$ cat config.mk
export PLATFORM = sky130hd
export DESIGN_NAME = circular_queue_with_insert_core_flat
export DESIGN_NICKNAME = d
export VERILOG_FILES = /design/src/sv/cqins_pkg.sv /design/src/sv/cqins_req_if.sv /design/src/sv/cqins_rsp_if.sv /design/src/sv/cqins_ctrl.sv /design/src/sv/cqins_dp.sv /design/src/sv/circular_queue_with_insert_core.sv /design/src/flat_wrapper.sv
export SDC_FILE = /design/constraint.sdc
export NUM_CORES = 1
export LEC_CHECK = 0
export BUFFER_PORTS_ARGS = -buffer_cell sky130_fd_sc_hd__buf_2
export CAP_MARGIN = 20
export CORE_MARGIN = 2
export CORE_UTILIZATION = 63
export DETAILED_ROUTE_END_ITERATION = 6
export GPL_TIMING_DRIVEN = 0
export PLACE_DENSITY = 0.8
export SLEW_MARGIN = 20
export SYNTH_ARGS = -nofsm -noshare
export SYNTH_HDL_FRONTEND = slang
export SYNTH_SLANG_ARGS = --single-unit
$ cat constraint.sdc
create_clock -name clk -period 8.55 [get_ports clk]
set_input_delay 0.855 -clock clk [delete_from_list [all_inputs] [get_ports clk]]
set_output_delay 0.855 -clock clk [all_outputs]
set_load 0.01 [all_outputs]
$ cat src/sv/cqins_pkg.sv
`default_nettype none
// ----------------------------------------------------------------------------
// cqins_pkg: shared types and constants
// Ring size, field types, operation codes, controller states and the
// command/status bundles between the controller and the datapath.
// ----------------------------------------------------------------------------
package cqins_pkg;

	localparam int DEPTH  = 16;
	localparam int SLOT_W = $clog2(DEPTH);
	localparam int CNT_W  = $clog2(DEPTH + 1);
	localparam int DATA_W = 32;

	typedef logic [SLOT_W-1:0]        slot_t;
	typedef logic [CNT_W-1:0]         count_t;
	typedef logic signed [DATA_W-1:0] data_t;
	typedef logic [1:0]               op_t;

	localparam op_t OP_ENQ = 2'd0;
	localparam op_t OP_DEQ = 2'd1;
	localparam op_t OP_INS = 2'd2;

	typedef enum logic {
		ST_IDLE,
		ST_EXEC
	} state_t;

	typedef struct packed {
		logic capture;
		logic execute;
	} cmd_t;

	typedef struct packed {
		logic res_valid;
	} status_t;

endpackage
`default_nettype wire

$ cat src/sv/cqins_req_if.sv
`default_nettype none
// ----------------------------------------------------------------------------
// cqins_req_if: request channel
// Valid/ready channel carrying one queue operation per transaction.
// ----------------------------------------------------------------------------
interface cqins_req_if;
	logic             valid;
	logic             ready;
	cqins_pkg::op_t   op;
	cqins_pkg::data_t data;
	cqins_pkg::slot_t slot;

	modport source (output valid, output op, output data, output slot, input ready);
	modport sink   (input valid, input op, input data, input slot, output ready);
endinterface
`default_nettype wire

$ cat src/sv/cqins_rsp_if.sv
`default_nettype none
// ----------------------------------------------------------------------------
// cqins_rsp_if: response channel
// Valid/ready channel carrying one operation result per transaction.
// ----------------------------------------------------------------------------
interface cqins_rsp_if;
	logic              valid;
	logic              ready;
	logic              accepted;
	cqins_pkg::data_t  read_data;
	cqins_pkg::count_t count;

	modport source (output valid, output accepted, output read_data, output count, input ready);
	modport sink   (input valid, input accepted, input read_data, input count, output ready);
endinterface
`default_nettype wire

$ cat src/sv/cqins_ctrl.sv
`default_nettype none
// ----------------------------------------------------------------------------
// cqins_ctrl: operation sequencer
// Captures a request, then issues the execute step once the result
// register is free or being drained.
// ----------------------------------------------------------------------------
module cqins_ctrl (
	input  wire logic               clk,
	input  wire logic               arst_n,
	input  wire logic               in_valid,
	output logic                    in_ready,
	input  wire logic               out_ready,
	input  wire cqins_pkg::status_t status,
	output cqins_pkg::cmd_t         cmd
);
	import cqins_pkg::*;

	state_t state_q;
	state_t state_nxt;

	always_ff @(posedge clk or negedge arst_n) begin
		if (!arst_n) begin
			state_q <= ST_IDLE;
		end else begin
			state_q <= state_nxt;
		end
	end

	always_comb begin
		state_nxt = state_q;
		in_ready  = 1'b0;
		cmd       = '0;
		unique case (state_q)
			ST_IDLE: begin
				in_ready = 1'b1;
				if (in_valid) begin
					cmd.capture = 1'b1;
					state_nxt   = ST_EXEC;
				end
			end
			ST_EXEC: begin
				// result register free, or its content leaves this cycle
				if (!status.res_valid || out_ready) begin
					cmd.execute = 1'b1;
					state_nxt   = ST_IDLE;
				end
			end
			default: begin
				state_nxt = ST_IDLE;
			end
		endcase
	end

	a_exec_no_stall: assert property (@(posedge clk) disable iff (!arst_n)
		(state_q == ST_EXEC && !status.res_valid) |=> (state_q == ST_IDLE))
		else $error("execute step stalled with an empty result register");

endmodule
`default_nettype wire

$ cat src/sv/cqins_dp.sv
`default_nettype none
// ----------------------------------------------------------------------------
// cqins_dp: ring storage, pointers and result register
// Entries form a row of registers; an insert shifts the occupied span
// between the target slot and the tail one place onward in one step.
// ----------------------------------------------------------------------------
module cqins_dp (
	input  wire logic                clk,
	input  wire logic                arst_n,
	input  wire cqins_pkg::cmd_t     cmd,
	output cqins_pkg::status_t       status,
	input  wire cqins_pkg::op_t      op,
	input  wire cqins_pkg::data_t    data,
	input  wire cqins_pkg::slot_t    slot,
	input  wire logic                out_ready,
	output logic                     out_valid,
	output logic                     out_accepted,
	output cqins_pkg::data_t         out_read_data,
	output cqins_pkg::count_t        out_count
);
	import cqins_pkg::*;

	// captured request
	op_t    op_q;
	data_t  data_q;
	slot_t  slot_q;

	// queue state
	data_t  ring_q [DEPTH];
	slot_t  head_q;
	slot_t  tail_q;
	count_t count_q;

	// result register
	logic   res_valid_q;
	logic   res_accepted_q;
	data_t  res_data_q;
	count_t res_count_q;

	logic   full;
	logic   empty;
	logic   is_put;
	logic   put_ok;
	logic   get_ok;
	logic   op_ok;
	slot_t  off_slot;
	count_t off;
	count_t count_nxt;
	logic   load_sel  [DEPTH];
	logic   shift_sel [DEPTH];

	always_ff @(posedge clk) begin
		if (cmd.capture) begin
			op_q   <= op;
			data_q <= data;
			slot_q <= slot;
		end
	end

	always_comb begin
		full     = (count_q == count_t'(DEPTH));
		empty    = (count_q == '0);
		is_put   = (op_q == OP_ENQ) || (op_q == OP_INS);
		off_slot = slot_q - head_q;
		// enqueue targets the tail, i.e. offset equal to the count
		off      = (op_q == OP_ENQ) ? count_q : count_t'(off_slot);
		put_ok   = is_put && !full && (off <= count_q);
		get_ok   = (op_q == OP_DEQ) && !empty;
		op_ok    = put_ok || get_ok;
		if (put_ok) begin
			count_nxt = count_q + count_t'(1);
		end else if (get_ok) begin
			count_nxt = count_q - count_t'(1);
		end else begin
			count_nxt = count_q;
		end
	end

	// per-entry select from its offset relative to head; the offset wraps
	// at the slot width before it is widened
	always_comb begin
		slot_t rel;
		for (int i = 0; i < DEPTH; i++) begin
			rel          = slot_t'(i) - head_q;
			load_sel[i]  = (count_t'(rel) == off);
			shift_sel[i] = (count_t'(rel) > off) && (count_t'(rel) <= count_q);
		end
	end

	always_ff @(posedge clk) begin
		if (cmd.execute && put_ok) begin
			for (int i = 0; i < DEPTH; i++) begin
				if (load_sel[i]) begin
					ring_q[i] <= data_q;
				end else if (shift_sel[i]) begin
					ring_q[i] <= ring_q[slot_t'(i + DEPTH - 1)];
				end
			end
		end
	end

	always_ff @(posedge clk or negedge arst_n) begin
		if (!arst_n) begin
			head_q  <= '0;
			tail_q  <= '0;
			count_q <= '0;
		end else if (cmd.execute) begin
			count_q <= count_nxt;
			if (put_ok) begin
				tail_q <= tail_q + slot_t'(1);
			end
			if (get_ok) begin
				head_q <= head_q + slot_t'(1);
			end
		end
	end

	always_ff @(posedge clk or negedge arst_n) begin
		if (!arst_n) begin
			res_valid_q <= 1'b0;
		end else if (cmd.execute) begin
			res_valid_q <= 1'b1;
		end else if (out_ready) begin
			res_valid_q <= 1'b0;
		end
	end

	always_ff @(posedge clk) begin
		if (cmd.execute) begin
			res_accepted_q <= op_ok;
			res_data_q     <= get_ok ? ring_q[head_q] : '0;
			res_count_q    <= count_nxt;
		end
	end

	assign status.res_valid = res_valid_q;
	assign out_valid        = res_valid_q;
	assign out_accepted     = res_accepted_q;
	assign out_read_data    = res_data_q;
	assign out_count        = res_count_q;

	a_count_range: assert property (@(posedge clk) disable iff (!arst_n)
		count_q <= count_t'(DEPTH))
		else $error("held count above ring depth");

	a_tail_tracks: assert property (@(posedge clk) disable iff (!arst_n)
		tail_q == slot_t'(head_q + slot_t'(count_q)))
		else $error("tail not at head plus count");

	a_reject_keeps: assert property (@(posedge clk) disable iff (!arst_n)
		(cmd.execute && !op_ok) |=>
			($stable(head_q) && $stable(tail_q) && $stable(count_q)))
		else $error("rejected operation changed queue state");

endmodule
`default_nettype wire

$ cat src/sv/circular_queue_with_insert_core.sv
`default_nettype none
// ----------------------------------------------------------------------------
// circular_queue_with_insert_core: ring FIFO with slot insertion
// Signed 32-bit ring queue with enqueue, dequeue and insert at an absolute
// slot; each request yields one response with status, data and new count.
// ----------------------------------------------------------------------------
//
//   channel | dir | fields                       | handshake
//   --------+-----+------------------------------+------------
//   req     | in  | op, data, slot               | valid/ready
//   rsp     | out | accepted, read_data, count   | valid/ready
//
// Steps: each transaction is captured from req, then executed against the
//   ring registers (insert shifts the held cells past the target at once).
// The result register decouples the sides: the next request is captured
//   while a response still waits on rsp.
// Stalls: with rsp.ready low and a response pending, the execute step waits.
// Reset clears head, tail, count and response valid; ring entries are not
//   cleared, since only held entries are ever read.
// ----------------------------------------------------------------------------
module circular_queue_with_insert_core (
	input  wire logic   clk,
	input  wire logic   arst_n,
	cqins_req_if.sink   req,
	cqins_rsp_if.source rsp
);
	import cqins_pkg::*;

	cmd_t    cmd;
	status_t status;

	// sequencer: request capture and execute timing
	cqins_ctrl u_ctrl (
		.clk       (clk),
		.arst_n    (arst_n),
		.in_valid  (req.valid),
		.in_ready  (req.ready),
		.out_ready (rsp.ready),
		.status    (status),
		.cmd       (cmd)
	);

	// ring, pointers and response register
	cqins_dp u_dp (
		.clk           (clk),
		.arst_n        (arst_n),
		.cmd           (cmd),
		.status        (status),
		.op            (req.op),
		.data          (req.data),
		.slot          (req.slot),
		.out_ready     (rsp.ready),
		.out_valid     (rsp.valid),
		.out_accepted  (rsp.accepted),
		.out_read_data (rsp.read_data),
		.out_count     (rsp.count)
	);

endmodule
`default_nettype wire
$ cat src/flat_wrapper.sv
// flat-port wrapper written by rule: the top's interface ports become plain ports
module circular_queue_with_insert_core_flat import cqins_pkg::*;
  (clk, arst_n, req_valid, req_op, req_data, req_slot, req_ready, rsp_valid, rsp_accepted, rsp_read_data, rsp_count, rsp_ready);
  cqins_req_if req_i ();
  cqins_rsp_if rsp_i ();
  input  wire logic clk;
  input  wire logic arst_n;
  input wire logic [$bits(req_i.valid)-1:0] req_valid;
  input wire logic [$bits(req_i.op)-1:0] req_op;
  input wire logic [$bits(req_i.data)-1:0] req_data;
  input wire logic [$bits(req_i.slot)-1:0] req_slot;
  output wire logic [$bits(req_i.ready)-1:0] req_ready;
  output wire logic [$bits(rsp_i.valid)-1:0] rsp_valid;
  output wire logic [$bits(rsp_i.accepted)-1:0] rsp_accepted;
  output wire logic [$bits(rsp_i.read_data)-1:0] rsp_read_data;
  output wire logic [$bits(rsp_i.count)-1:0] rsp_count;
  input wire logic [$bits(rsp_i.ready)-1:0] rsp_ready;
  assign req_i.valid = req_valid;
  assign req_i.op = req_op;
  assign req_i.data = req_data;
  assign req_i.slot = req_slot;
  assign req_ready = req_i.ready;
  assign rsp_valid = rsp_i.valid;
  assign rsp_accepted = rsp_i.accepted;
  assign rsp_read_data = rsp_i.read_data;
  assign rsp_count = rsp_i.count;
  assign rsp_i.ready = rsp_ready;
  circular_queue_with_insert_core u_core (.clk(clk), .arst_n(arst_n), .req(req_i), .rsp(rsp_i));
endmodule
### Word level (Yosys, flattened, before mapping)

Memories as Yosys holds them, arrays and structs flattened. A register that Yosys moved wholly into a read port is not among the register bits.
Index checks and enable logic that the tools add are counted.

* register bits after elaboration: 55
* bits in writable memories: 512
* input port bits: 42
* word-level logic and storage cells: 270
* memories kept: 1

* add/subtract/negate cells: 20
* $lt $le $gt $ge: 33
* eq/ne operators: 19
* multiplexer cells: 140
* bitwise gates (word level): 17
* reduce and logical (&&, ||, !) cells: 31

Memory list
* u_core.u_dp.ring_q: depth 16, width 32, read ports 17, clocked after memory_dff 1, wr ports 16, line cqins_dp.sv:29 `data_t ring_q [DEPTH];`

Operator list (count)
* $mux 32: 16
* $mux 1: 120
* $eq 4x5->1: 16
* $gt 4x5->1: 16
* $le 4x5->1: 16
* $sub 4x4->4 const A: 8
* $logic_and 1x1->1: 20
* $or 1x1->1: 16
* $sub 3x4->4 const A: 4
* $mux 5: 3
* $sub 1x4->4 const A: 2
* $sub 2x4->4 const A: 2
* $add 5x1->5 const B: 1
* $eq 5x5->1 const B: 1
* $le 5x5->1: 1
* $logic_not 5->1: 1
* $sub 5x1->5 const B: 1
* $add 4x1->4 const B: 1
* $logic_not 1->1: 4
* $sub 4x4->4: 1
* $logic_or 1x1->1: 3
* $eq 2x1->1 const B: 1
* $eq 2x2->1 const B: 1
* $logic_not 2->1: 1
* 4 further kinds: 4

### Logic depth before layout (Yosys ltp)

* depth in word-level cells: 9
* depth in mapped cells: 18
* mapped depth without buffers: 15

### Modules after synthesis

A second synthesis with hierarchy kept.

* cell total of the unflattened synthesis: 1909
* area, all modules: 31840.5 µm²

Modules (own cells, without submodules)
* cqins_dp: times used 1, cells each 1903, area an instance 31785.5 µm²
* cqins_ctrl: times used 1, cells each 6, area an instance 55.1 µm²

### Least setup slack after synthesis

OpenSTA, ideal clock, no wires.

* path kind: flip-flop to flip-flop
* from: register u_core.u_dp.head_q[1]
* to: memory u_core.u_dp.ring_q[7][0] (netlist name), enable pin
* arrival: 6.577 ns
* required time: 8.084 ns
* path slack: 1.507 ns
* cell stages (with the launch flop): 17
* path buffers: 4
* clock period less this slack: 7.043 ns
* cell sequence: dfrtp_1 -> clkbuf_1 -> buf_1 -> inv_1 -> ha_1 -> and3b_1 -> clkbuf_1 -> or3_1 -> o2111ai_1 -> ha_1 -> o21ai_1 -> a21oi_1 -> o221a_4 -> or4_1 -> clkbuf_1 -> or2_2 -> o21ai_0

RTL lines
* from (decl): line cqins_dp.sv:30 `slot_t head_q;`
* from (signal assigned): line cqins_dp.sv:113 `head_q <= head_q + slot_t'(1);`
* to (decl): line cqins_dp.sv:29

==> results.toml <==
[power_and_ir_drop]
total_leakage_power_uw = 0.0124
finalPower_uw = 14400
ir_drop_v = 0.000233
power_density_nw_per_um2 = 400

[place]
placed_cells_incl_taps = 2687
place_area_sq_um = 33800
io_buffers = 81
dp_slack_ns = 0.788
hpwlAfterDp_mm = 58.5
place_congestion = 0.931

[finish]
seqCellArea_sq_um = 17900
n_antenna_cell = 0
nFillCells = 3104
syn_to_final_growth_pct = 13.4
design_area_sq_um = 35900
final_nets = 2181
fin_cells = 2804
multi_input_area_sq_um = 13100
drive_above_1_share_pct = 44.5

[yosys]
synthTopCellsByArea = "edfxtp_1 56%, mux2_2 15%, mux4_2 11%, mux2_4 2.3%, ha_1 2.2%"
synth_compound_area_share_pct = 3.38
synth_xor_area_share_pct = 1.19
syn_inst = 1900
synthDistinctLibCells = 84
synth_mux_area_share_pct = 30.3
ys_seq_elements = 599
ys_top_cells_by_count = "588 x edfxtp_1, 423 x mux2_2, 160 x mux4_2"
syn-mean-instance-area_sq_um = 16.7
ys_warn_count = 0
synth_top_family_by_area = "multiplexers"
synth_top_area_share_pct = 55.8
synth_ff_type = "edfxtp_1"
yosysMostFrequentCell = "edfxtp_1"
syn_area_sq_um = 31700
ys_seq_area_share_pct = 56.6
synthesis.nets = 1998
synthAdderAreaFrac_pct = 2.33
yosysTopAreaCell = "edfxtp_1"
synthArstFlopShare_pct = 1.84
synthSimpleGateAreaFrac_pct = 3.52
synth-edff-count = 588

[die]
core-area_sq_um = 49900
die_h_um = 228
start_util_pct = 63.5
io_pins = 82
die_x_um = 228
dieArea_sq_um = 52100
rows = 82

[critical_path]
rr_worst_depth = 17
timing.rr.start = "u_core.u_dp.head_q[1]"
critPathKind = "flip-flop to flip-flop"
path_cells = "clkbuf_1, buf_1, inv_1, ha_1, and3b_1, clkbuf_1, o221ai_1, o2111ai_1, ha_1, o21ai_1, a21oi_1, o221a_4, nor4_1, nand4_1, a41oi_1, buf_2, mux2_2"
r2r_end = "u_core.u_dp.ring_q[11][14]"
critical_path.top_delay_family = "buffers and inverters"
critPathMaxFanout = 10
cp-start-kind = "flip-flop"
worstPathArrival_ns = 8.42
critPathSlowestCell = "a41oi_1"
critPathMaxStageDelay_ns = 0.91
r2r_setup_slack_ns = 0.47
path_buf_inv = 5
worstPathRequired_ns = 8.90
endpoint_kind = "flip-flop"

[route]
antenna_left = 0
via_per_inst = 7.08
wire_per_inst_um = 32.0
wirelength_mm = 89.7
vias = 19800
drt_iter0_markers = 2675
firstDrtPassIters = 5
drc = 0

[hold_path]
hp-class = "input pin to asynchronous set/reset pin"

[clocking]
cts_setup_buffers = 0
clock_path_buffers = 3
ctsResizeCount = 0
worstSkewPairLatency_ns = 0.63
root_buffer = "clkbuf_16"
clkTransAtPathRegs_ns = 0.06
htreeDepth = 3
holdBufCountCts = 0
cts_buffers = 66
cts_tree = "yes"
cts.sinks = 599

[global_route]
grt_pass1_vias = 20100
grt_usage_pct = 34.8
overflow = 0
antenna_found_initial = 2
grt_pass1_wl_mm = 132
grt_max_degree = 43

[sta]
hold_viol = 0
finalCritPeriodShare_pct = 94.5
slew_headroom_pct = 23.4
fmax_mhz = 124
slew_violations = 0
finalSetupViolCount = 0
fin_crit_ns = 8.08
finClkSkew_ns = 0.0351
rsz0062_at_grt = "false"
tightest_slew_ns = 1.15
setup_slack_ns = 0.474

[outcome]
status = "finished clean"

[flow_run]
drv_cap = 0
[state kept, by name, indices dropped and copies added (netlist names)]
signal and flops:
u_core.u_ctrl.state_q 1, u_core.u_dp.head_q 4, u_core.u_dp.slot_q 4, u_core.u_dp.out_read_data 32, u_core.u_dp.out_count 5, u_core.u_dp.data_q 32
u_core.u_dp.out_accepted 1, u_core.u_dp.count_q 5, u_core.u_dp.ring_q 512, u_core.u_dp.out_valid 1, u_core.u_dp.op_q 2
[layout make-up]
type | instances | area share, %
flip-flops and latches | 599 | 49.9
multi-input cells | 1123 | 36.4
clock buffers | 88 | 5.01
repair buffers | 115 | 3.12
well taps | 672 | 2.34
plain buffers | 142 | 2.00
clock inverters | 29 | 0.767
inverters | 36 | 0.390
[worst max-delay path by stage]
| stage | startpoint | cells past startpoint | endpoint |
|---|---|---|---|
| after floorplan | u_core.u_dp.head_q[1] | 16 | u_core.u_dp.ring_q[7][0] |
| after global placement | u_core.u_dp.head_q[1] | 15 | u_core.u_dp.ring_q[1][18] |
| after detailed placement | u_core.u_dp.head_q[1] | 17 | u_core.u_dp.ring_q[11][13] |
| after CTS | u_core.u_dp.head_q[1] | 17 | u_core.u_dp.ring_q[11][13] |
| after global routing | u_core.u_dp.head_q[1] | 16 | u_core.u_dp.ring_q[11][12] |
| final | u_core.u_dp.head_q[1] | 17 | u_core.u_dp.ring_q[11][14] |
[report_power, final]
group	internal (uW)	total (uW)	switching, uW
Combinational	3000	6810	3810
Sequential	4350	4750	393
Clock	1610	2810	1200
[stage by stage]
stage / setup TNS, ns / hold slack, ns / utilization (%)
final: 0 / 0.134 / 72.0
after global routing: 0 / 0.144 / 72.0
after detailed placement: 0 / 0.511 / 67.8
after CTS: 0 / 0.128 / 72.0
after floorplan: 0 / 0.506 / -
after global placement: -1058.51 / 0.484 / 66.0
[layer usage]
layer / vias up / track usage (%) / routed length (um)
met5: - / 0 / 13
met4: 2 / 15.0 / 3870
met3: 245 / 7.51 / 9290
met2: 1351 / 55.0 / 42400
met1: 10200 / 47.2 / 34200
li1: 8012 / - / -
[cell families after synthesis]
| group | Yosys count |
|---|---|
| compound gates | 158 |
| xor+xnor | 35 |
| fa+ha+maj | 59 |
| buf+inv | 178 |
| flops | 599 |
| mux | 676 |
| simple gates | 195 |
[placed cells by master, fill, tap and decap left out, types with 12 or more instances in the layout]
cell / instances
a21o_1: 12
a21oi_1: 40
buf_16: 17
buf_2: 124
buf_6: 18
clkbuf_1: 81
clkbuf_16: 69
clkinv_1: 12
edfxtp_1: 588
ha_1: 55
inv_1: 32
mux2_1: 43
mux2_2: 423
mux2_4: 48
mux4_2: 160
nand2_1: 31
nand3_1: 15
nor2_1: 32
nor2b_1: 47
o21ai_0: 30
or3_1: 12
xnor2_1: 24
No activity file was read; power rests on OpenSTA's default activity.
